<file path="src/rtl/bba_pkg.sv">
`default_nettype none
package bba_pkg;

    // free map word geometry
    localparam int WORD_W   = 32;
    localparam int WORD_LOG = 5;

    // fixed field widths
    localparam int ORD_W   = 4;
    localparam int ORD_N   = 16;
    localparam int REQ_W   = 18;
    localparam int NEED_W  = 19;
    localparam int OFF_W   = 22;
    localparam int HDR_W   = 7;
    localparam int STAT_W  = 2;
    localparam int PADDR_W = 3;
    localparam int PDATA_W = 32;

    typedef logic [STAT_W-1:0] status_t;
    typedef logic [ORD_W-1:0]  order_t;

    localparam logic [HDR_W-1:0] HDR_RESET = 7'd40;

    // register indexes
    localparam logic REG_HDR = 1'b0;

    // commands
    localparam logic CMD_ALLOC = 1'b0;
    localparam logic CMD_FREE  = 1'b1;

    // result status codes
    localparam status_t ST_OK      = 2'd0;
    localparam status_t ST_NOFREE  = 2'd1;
    localparam status_t ST_SIZE    = 2'd2;
    localparam status_t ST_BADFREE = 2'd3;

    // first free map word of order o; each order starts on a word boundary
    function automatic int unsigned bba_word_base(input int unsigned o,
                                                  input int unsigned ng);
        int unsigned b;
        b = 0;
        for (int unsigned k = 0; k < o; k++)
        begin
            b += ((ng >> k) + WORD_W - 1) >> WORD_LOG;
        end
        return b;
    endfunction

endpackage
`default_nettype wire

</file>
<file path="src/rtl/bba_cfg.sv">
`default_nettype none
module bba_cfg import bba_pkg::*; (
    input  wire logic               clk,
    input  wire logic               rst_n,
    input  wire logic               psel,
    input  wire logic               penable,
    input  wire logic               pwrite,
    input  wire logic [PADDR_W-1:0] paddr,
    input  wire logic [PDATA_W-1:0] pwdata,
    output logic      [PDATA_W-1:0] prdata,
    output logic                    pready,
    output logic      [HDR_W-1:0]   header_bytes
);

    logic [HDR_W-1:0] hdr_reg;

    assign pready       = 1'b1;
    assign header_bytes = hdr_reg;

    // register write on the access beat
    always_ff @(posedge clk or negedge rst_n)
    begin
        if (!rst_n)
        begin
            hdr_reg <= HDR_RESET;
        end
        else if (psel && penable && pwrite && pready && (paddr[2] == REG_HDR))
        begin
            hdr_reg <= pwdata[HDR_W-1:0];
        end
    end

    // readback
    always_comb
    begin
        prdata = '0;
        if (paddr[2] == REG_HDR)
        begin
            prdata = PDATA_W'(hdr_reg);
        end
    end

endmodule
`default_nettype wire

</file>
<file path="config.mk">
export PLATFORM = sky130hd
export DESIGN_NAME = bba_cfg
export DESIGN_NICKNAME = d
export VERILOG_FILES = /design/src/rtl/bba_pkg.sv /design/src/rtl/bba_cfg.sv
export SDC_FILE = /design/constraint.sdc
export NUM_CORES = 1
export LEC_CHECK = 0
export ABC_AREA = 1
export CORE_UTILIZATION = 35
export CTS_BUF_LIST = sky130_fd_sc_hd__clkbuf_4 sky130_fd_sc_hd__clkbuf_8
export CTS_CLUSTER_SIZE = 20
export DETAILED_ROUTE_END_ITERATION = 10
export DONT_BUFFER_PORTS = 1
export RECOVER_POWER = 25
export SLEW_MARGIN = 20
export SYNTH_ARGS = -nofsm -noshare
export SYNTH_HDL_FRONTEND = slang
export SYNTH_SLANG_ARGS = --single-unit
</file>
<file path="constraint.sdc">
create_clock -name clk -period 0.8 [get_ports clk]
set_input_delay 0.16 -clock clk [delete_from_list [all_inputs] [get_ports clk]]
set_output_delay 0.16 -clock clk [all_outputs]
set_load 0.01 [all_outputs]
</file>
==> metrics.cfg, run 1 <==
[floorplanning]
die_w_um=42.5
die_h_um=42.5
fp.dieArea_mm2=0.00181
ioPinCount=80
row_count=14
initial_core_util=0.377
coreArea_mm2=0.00152

[grt]
gr-total-overflow=0
grt_pass1_vias=328
grt_pass1_wl_mm=1.37
grt.total_usage=0.106
grt_max_degree=9
antenna_found_initial=0

[timing]
clock_skew_ns=0
period_minus_slack_ns=1.07
setup_violations=17
timing_hold_violations_final=0
fin_crit_sh=1.34
slew_viol_final=0
clock.fmax_mhz=933
rsz0062_at_grt=yes
setup_ws_ns=-0.271

[clock_network]
cts_num_sinks=7
clkLatencyLatePin_ns=0.25
cts-root-buf=clkbuf_4
clk_pin_slew_ns=0.05
cts_tree=yes
cts_buffer_depth=2
cts_inserted_buffers=3
h-tree-depth=1

[synth]
netlist_instances=76
synth_cell_types=12
async_flop_share=1.00
ys.flop_type=dfrtp_1
synth_seq_area_share=0.309
synth-seq-cells=7
yosysMostFrequentCell=buf_4
synth_area_leader_cell=buf_4
synth_area_um2=574
synth_top_area_share=0.340
synth_area_leaders=buf_4, dfrtp_1, nand2_1, dfstp_2, nand3_1
synth_edf_count=0
yosys-top-cells-count=buf_4, nand2_1, inv_1, nand3_1, nor2_1
synth_warnings=0
syn_area_per_cell_um2=7.56

[place]
dp_cells=96
dp_slack_ns=-0.0329
port_buffers=0
gp_congestion=0.644
hpwl_um=695

[critical_path]
rr_startpoint=header_bytes[4]
critPathArrivalTime_ns=0.91
crit_end=prdata[5]
startpoint=header_bytes[5]
r2r_setup_slack_ns=-0.06
cp-end-kind=output port
cp_max_fo=2
crit_required_ns=0.64
reg2reg_depth=4
startpoint_type=flip-flop
timing.rr.end=header_bytes[4]
worstSetupPathType=flip-flop to output port

[outcome]
violations=setup timing
status=complete, but fails checks

[detailed_routing]
drtIter0Drc=1
antenna_left=0
firstDrtPassIters=2
wl_per_cell_um=8.40
drc=0
vias=405
viasPerCell=3.86
wl_um=882

[final_layout]
nets=130
largest_reg_flops=7
drive_gt1_frac=0.348
syn_to_final_growth_pct=13.9
multi_input_area_um2=282
nFillCells=160
final_util=0.429
antennaDiodeCount=0
final_cells=105
seqCellArea_um2=178

[power]
p_total_mw=1.32
p_sw_uw=437
p_leak_nw=0.384
peakVddDrop_mv=0.493
combinationalPowerShare=0.365
p_int_uw=880
power_density_mw_per_mm2=2010
power.share.clock=0.262
p_seq_frac=0.373
power_switching_share=0.332

[hold_path]
hp-class=input port to flip-flop

[run]
drv_cap=0

==> through the flow <==
stage | TNS, ns | hold slack, ns | instance area (µm²)
after floorplan | -0.136 | -0.136 | 679
after global placement | -0.0544 | -0.135 | 546
after detailed placement | -0.0614 | -0.135 | 546
after CTS | -2.69 | 0.0133 | 639
after global routing | -3.26 | 0.0163 | 654
final | -2.60 | 0.0201 | 654
==> critical path, stage by stage, from the launching register on <==
cell	delay, ns
dfstp_2	0.53
inv_2	0.04
nor2_4	0.09
==> power by group through the flow <==
| stage | Sequential [mW] | Clock (mW) | Combinational (mW) |
|---|---|---|---|
| after detailed placement | 0.490 | 0 | 0.366 |
| after CTS | 0.491 | 0.358 | 0.457 |
| after floorplan | 0.523 | 0 | 0.316 |
| after global routing | 0.504 | 0.379 | 0.526 |
| after global placement | 0.488 | 0 | 0.362 |
| final | 0.492 | 0.345 | 0.481 |
==> worst min path at each step <==
stage,startpoint,to,slack (ns),cells after the start
after floorplan,rst_n,header_bytes[0],-0.14,0
after detailed placement,rst_n,header_bytes[6],-0.14,0
final,pwdata[3],header_bytes[3],0.02,2
after CTS,pwdata[3],header_bytes[3],0.01,2
after global routing,pwdata[3],header_bytes[3],0.02,2
after global placement,rst_n,header_bytes[6],-0.14,0
==> cell usage in the layout (no fill, tap or decap) <==
cell type      count
buf_4              6
buf_6              5
clkbuf_4           4
conb_1            26
dfrtp_1            5
dfstp_2            2
dlygate4sd3_1      1
inv_1              5
inv_2              4
nand2_1           14
nand2_2            1
nand2_4            1
nand3_1            7
nor2_2             4
nor2_4             3
nor2_8             1
==> area by class of cell <==
cell class	instances	share of cell area
Multi-Input combinational cell	57	0.430
Sequential cell	7	0.272
Timing Repair Buffer	12	0.170
Inverter	9	0.0516
Clock buffer	4	0.0459
Tap cell	16	0.0306
==> logic make-up after synthesis <==
kind of cell / Yosys count / synth area share
simple gates: 31 / 0.259
flops: 7 / 0.309
other cells: 2 / 0.0131
buf+inv: 36 / 0.418
==> what timing repair did <==
action | 4_1_cts | 5_1_grt
endpoints found under the hold margin | 7 | 0
cloned | 0 | 0
setup endpoints to repair | 16 | 17
hold buffers | 1 | 0
pin swaps | 2 | 0
buffers inserted | 3 | 1
resized for setup | 10 | 3
==> per-layer routing <==
| layer | vias to the layer above | part of all wire | track usage |
|---|---|---|---|
| li1 | 199 | - | - |
| met3 | 4 | 0.10 | 0.00862 |
| met1 | 165 | 0.35 | 0.102 |
| met4 | 0 | 0.044 | 0.131 |
| met5 | - | 0 | 0 |
| met2 | 37 | 0.50 | 0.178 |
No activity file was read; power rests on OpenSTA's default activity.
==> run 2: changes to the inputs <==
==> constraint.sdc (replaced) <==
create_clock -name clk -period 0.8 [get_ports clk]
set_input_delay 0.08 -clock clk [delete_from_list [all_inputs] [get_ports clk]]
set_output_delay 0.08 -clock clk [all_outputs]
set_load 0.01 [all_outputs]
==> metrics.cfg, run 2 (synthesized netlist as in run 1, its figures left out) <==
[outcome]
status=complete, but fails checks
violations=hold timing, setup timing

[clock_network]
cts_inserted_buffers=3  ; unchanged
cts_num_sinks=7  ; unchanged
cts_tree=yes
clkLatencyLatePin_ns=0.25  ; about the same
cts-root-buf=clkbuf_4
clk_pin_slew_ns=0.05  ; about the same
cts_buffer_depth=2  ; unchanged
h-tree-depth=1  ; unchanged

[power]
combinationalPowerShare=0.388  ; +0.023
p_leak_nw=0.419  ; +9.3%
peakVddDrop_mv=1.13  ; +130%
power_switching_share=0.335  ; +0.00283
p_int_uw=922  ; +4.8%
power_density_mw_per_mm2=1860  ; -7.4%
p_sw_uw=464  ; +6.1%
power.share.clock=0.251  ; -0.011
p_seq_frac=0.361  ; -0.012

[floorplanning]
row_count=14  ; unchanged
die_w_um=42.5  ; unchanged
coreArea_mm2=0.00152  ; unchanged
die_h_um=42.5  ; unchanged
fp.dieArea_mm2=0.00181  ; unchanged
initial_core_util=0.377  ; unchanged
ioPinCount=80  ; unchanged

[timing]
period_minus_slack_ns=1.01  ; -0.0596 ns
setup_ws_ns=-0.212  ; +0.0596 ns
rsz0062_at_grt=yes
fin_crit_sh=1.26  ; -0.0745
clock_skew_ns=0  ; unchanged
slew_viol_final=0  ; unchanged
timing_hold_violations_final=2  ; +2
clock.fmax_mhz=988  ; +5.9%
setup_violations=15  ; -2
hold_slack_ns=-0.00561  ; -0.0257 ns
finalSetupTns_ns=-1.57  ; +1.03 ns

[final_layout]
drive_gt1_frac=0.330  ; -0.0184
seqCellArea_um2=178  ; unchanged
final_util=0.488  ; +0.0583
syn_to_final_growth_pct=29.4
nFillCells=150  ; -6.3%
multi_input_area_um2=289  ; +2.7%
antennaDiodeCount=0  ; unchanged
layout_commonest_cell=conb_1
layout_common_cells=conb_1, nand2_1, dlygate4sd3_1
largest_reg_flops=7  ; unchanged
nets=138  ; +6.2%

[critical_path]
cp-end-kind=output port
startpoint_type=flip-flop
slowest_stage=dfstp_2
timing.rr.end=header_bytes[5]
path_cells=inv_2, nor2_4
rr_startpoint=header_bytes[5]
cp_num_cells=2  ; unchanged
critical-path-top-delay-family=flip-flops
critPathArrivalTime_ns=0.93  ; +0.02 ns
cp_max_fo=3  ; +1
r2r_setup_slack_ns=-0.08  ; -0.02 ns
reg2reg_depth=4  ; unchanged
critPathBufInv=1  ; unchanged
startpoint=header_bytes[3]
critical_path.max_stage_delay_ns=0.55  ; +0.02 ns
worstSetupPathType=flip-flop to output port
crit_required_ns=0.72  ; +0.08 ns
crit_end=prdata[3]

[detailed_routing]
wl_met2_um=571  ; +30%
firstDrtPassIters=4  ; +2
wl_per_cell_um=9.46  ; +13%
vias=441  ; +8.9%
antenna_left=0  ; unchanged
routed.top_layer=met3
drc=0  ; unchanged
wl_met3_um=97  ; +6.6%
drtIter0Drc=7  ; +6
viasPerCell=3.90  ; +1.2%
wl_met1_um=401  ; +29%
wl_mm=1.07  ; +21%

[grt]
grt_pass1_wl_mm=1.54  ; +12%
grt_max_degree=9  ; unchanged
gr-total-overflow=0  ; unchanged
antenna_found_initial=0  ; unchanged
grt.total_usage=0.116  ; +0.00951
grt_pass1_vias=365  ; +11%

[place]
hpwl_um=699  ; +0.58%
dp_slack_ns=0.0110  ; +0.0439 ns
port_buffers=0  ; unchanged
gp_congestion=0.652  ; +1.4%

[run]
drv_cap=0  ; unchanged

[hold_path]
hp-class=input port to flip-flop

-- run 2: changes by cell type in the layout (fill, tap and decap cells not counted), sizes merged --
cell and change:
buf +1, dlygate4sd3 +7
-- run 2: metrics by stage --
stage	hold WS (ns)	instance area, µm²	total power [mW]	instances
after floorplan	-0.216	669	0.819	100
after global placement	-0.215	536	0.836	96
after detailed placement	-0.215	536	0.842	96
after CTS	-0.0200	714	1.35	111
after global routing	0.00979	743	1.47	113
final	-0.00561	743	1.39	113
-- run 2: what timing repair did --
action / in CTS / in global routing
setup endpoints to repair: 14 / 15
resized for setup: 16 / 4
hold buffers: 8 / 0
setup buffers: 3 / 2
pin swaps: 1 / 1
endpoints found under the hold margin: 14 / 0
-- run 2: area by class of cell --
| type | count | area share |
|---|---|---|
| multi-input cells | 57 | 0.389 |
| repair buffers | 20 | 0.259 |
| flip-flops and latches | 7 | 0.239 |
| inverters | 9 | 0.0455 |
| clock buffers | 4 | 0.0404 |
| well taps | 16 | 0.0269 |
-- run 2: worst min path at each step --
stage | from | endpoint | slack (ns) | cells past startpoint
after CTS | paddr[2] | header_bytes[5] | -0.02 | 3
after global placement | rst_n | header_bytes[6] | -0.22 | 0
after global routing | paddr[2] | header_bytes[5] | 0.01 | 3
after detailed placement | rst_n | header_bytes[6] | -0.22 | 0
after floorplan | rst_n | header_bytes[0] | -0.22 | 0
final | paddr[2] | header_bytes[3] | -0.006 | 3
-- run 2: routing by layer --
| layer | GRT usage | vias to the layer above |
|---|---|---|
| met3 | 0.0474 | 0 |
| li1 | - | 215 |
| met2 | 0.203 | 34 |
| met5 | 0 | - |
| met1 | 0.125 | 192 |
| met4 | 0.0375 | 0 |
-- run 2: power by group through the flow --
stage | logic [mW] | registers (mW) | clock network [mW]
floorplan | 0.299 | 0.519 | 0
global placement | 0.346 | 0.490 | 0
detailed placement | 0.350 | 0.492 | 0
CTS | 0.490 | 0.498 | 0.366
global route | 0.589 | 0.508 | 0.377
finish | 0.538 | 0.500 | 0.348
-- run 2: worst min-delay path, delay by kind of cell --
family           cells  cell delay (ns)
AND/OR/NAND/NOR      3             0.16
==> run 3: changes to the inputs <==
BUFFER_PORTS_ARGS = -buffer_cell sky130_fd_sc_hd__buf_2   (was not set)
CORE_UTILIZATION = 28   (was 35)
DONT_BUFFER_PORTS = not set   (was 1)
PLACE_DENSITY = 0.78   (was not set)
==> metrics.cfg, run 3 (synthesized netlist as in run 1, its figures left out) <==
[outcome]
status=complete, but fails checks
violations=setup timing

[final_layout]
syn_to_final_growth_pct=27.5
drive_gt1_frac=0.413  ; +0.0829
layout_common_cells=conb_1, buf_2, nand2_1
final_cells=136  ; +20%
antennaDiodeCount=0  ; unchanged
largest_reg_flops=7  ; unchanged
final_util=0.377  ; -0.111
seqCellArea_um2=178  ; unchanged
multi_input_area_um2=256  ; -11%
nFillCells=220  ; +47%
nets=150  ; +8.7%
layout_commonest_cell=conb_1

[critical_path]
crit_required_ns=0.72  ; about the same
path_cells=inv_2, nor2_2, buf_2
startpoint_type=flip-flop
worstSetupPathType=flip-flop to output port
critical_path.max_stage_delay_ns=0.55  ; about the same
slowest_stage=dfstp_2
cp_max_fo=2  ; -1
critPathArrivalTime_ns=1.02  ; +0.09 ns
cp-end-kind=output port
reg2reg_depth=4  ; unchanged

[power]
p_total_mw=1.35  ; -2.8%
p_leak_nw=0.465  ; +11%
peakVddDrop_mv=0.623  ; -45%
power_density_mw_per_mm2=1840  ; -1.4%

[floorplanning]
die_h_um=47.3  ; +11%
die_w_um=47.3  ; +11%
fp.dieArea_mm2=0.00224  ; +24%
initial_core_util=0.296  ; -0.0811
row_count=16  ; +2
coreArea_mm2=0.00194  ; +27%
ioPinCount=80  ; unchanged

[run]
drv_cap=0  ; unchanged

[timing]
finalSetupTns_ns=-2.18  ; -0.604 ns
clock.fmax_mhz=909  ; -8.1%
setup_violations=15  ; unchanged
timing_hold_violations_final=0  ; -2
fin_crit_sh=1.38  ; +0.111
slew_viol_final=0  ; unchanged
hold_slack_ns=0.0656  ; +0.0712 ns
rsz0062_at_grt=yes
clock_skew_ns=0  ; unchanged
setup_ws_ns=-0.301  ; -0.0888 ns
period_minus_slack_ns=1.10  ; +0.0888 ns

[detailed_routing]
drc=0  ; unchanged
wl_met2_um=510  ; -11%
viasPerCell=3.49  ; -11%
vias=475  ; +7.7%
firstDrtPassIters=2  ; -2
wl_met3_um=100  ; +3.1%
antenna_left=0  ; unchanged
wl_mm=1.04  ; -3.0%
wl_per_cell_um=7.63  ; -19%
drtIter0Drc=2  ; -5
routed.top_layer=met4
wl_met1_um=408  ; +1.7%

[place]
hpwl_um=845  ; +21%
dp_cells=127  ; +32%
gp_congestion=0.650  ; -0.44%
port_buffers=26  ; +26

[grt]
grt_pass1_vias=290  ; -21%
grt_pass1_wl_mm=1.12  ; -27%
gr-total-overflow=0  ; unchanged
antenna_found_initial=0  ; unchanged
grt_max_degree=9  ; unchanged
grt.total_usage=0.0763  ; -0.0395

[clock_network]
cts_inserted_buffers=3  ; unchanged
cts_tree=yes
clkLatencyLatePin_ns=0.25  ; about the same
cts_num_sinks=7  ; unchanged
clk_pin_slew_ns=0.05  ; about the same
cts_buffer_depth=2  ; unchanged
h-tree-depth=1  ; unchanged
cts-root-buf=clkbuf_4

[hold_path]
whs_path_depth=3  ; unchanged
hp-class=input port to flip-flop

[run 3: metrics by stage]
stage | worst slack [ns] | area, µm²
after global placement | -0.0346 | 634
after detailed placement | -0.0422 | 634
final | -0.301 | 732
after global routing | -0.335 | 732
after floorplan | 0.0110 | 669
after CTS | -0.295 | 696
[run 3: final timing paths]
check,from,end,slack (ns)
max reg2reg,header_bytes[3],header_bytes[3],-0.07
min reg2reg,header_bytes[0],header_bytes[0],0.50
max,header_bytes[3],prdata[3],-0.30
max in group asynchronous,rst_n,header_bytes[5],0.25
min,pwdata[3],header_bytes[3],0.07
min in group asynchronous,rst_n,header_bytes[0],0.25
[run 3: area by class of cell]
class                      instances  share of cell area
tap                               27              0.0462
inverter                           9              0.0462
clock buffer                       4              0.0410
timing repair buffer              32               0.274
sequential                         7               0.243
multi-input combinational         57               0.350
[run 3: what timing repair did]
action                                 CTS  global route
pin swaps                                0             2
endpoints found under the hold margin    7             0
hold buffers                             1             0
gates resized for setup                  3             6
buffers inserted                         2             2
setup endpoints to repair               14            15
[run 3: power breakdown]
part           total (mW)  switching [mW]  leakage (nW)  internal (mW)
Combinational       0.517           0.283         0.363          0.234
Clock               0.341           0.118        0.0184          0.223
Sequential          0.489          0.0521        0.0838          0.437
Total                1.35           0.452         0.465          0.894
[run 3: critical path: cells and delay by family, from the launching register on]
kind,cells,cell delay (ns)
buffers and inverters,2,0.17
DFF,1,0.55
and+or+nand+nor,1,0.06
[run 3: metal layers]
metal,GRT usage,vias to the layer above
li1,-,237
met2,0.118,34
met5,0,-
met4,0.0514,0
met3,0.0346,3
met1,0.0833,201
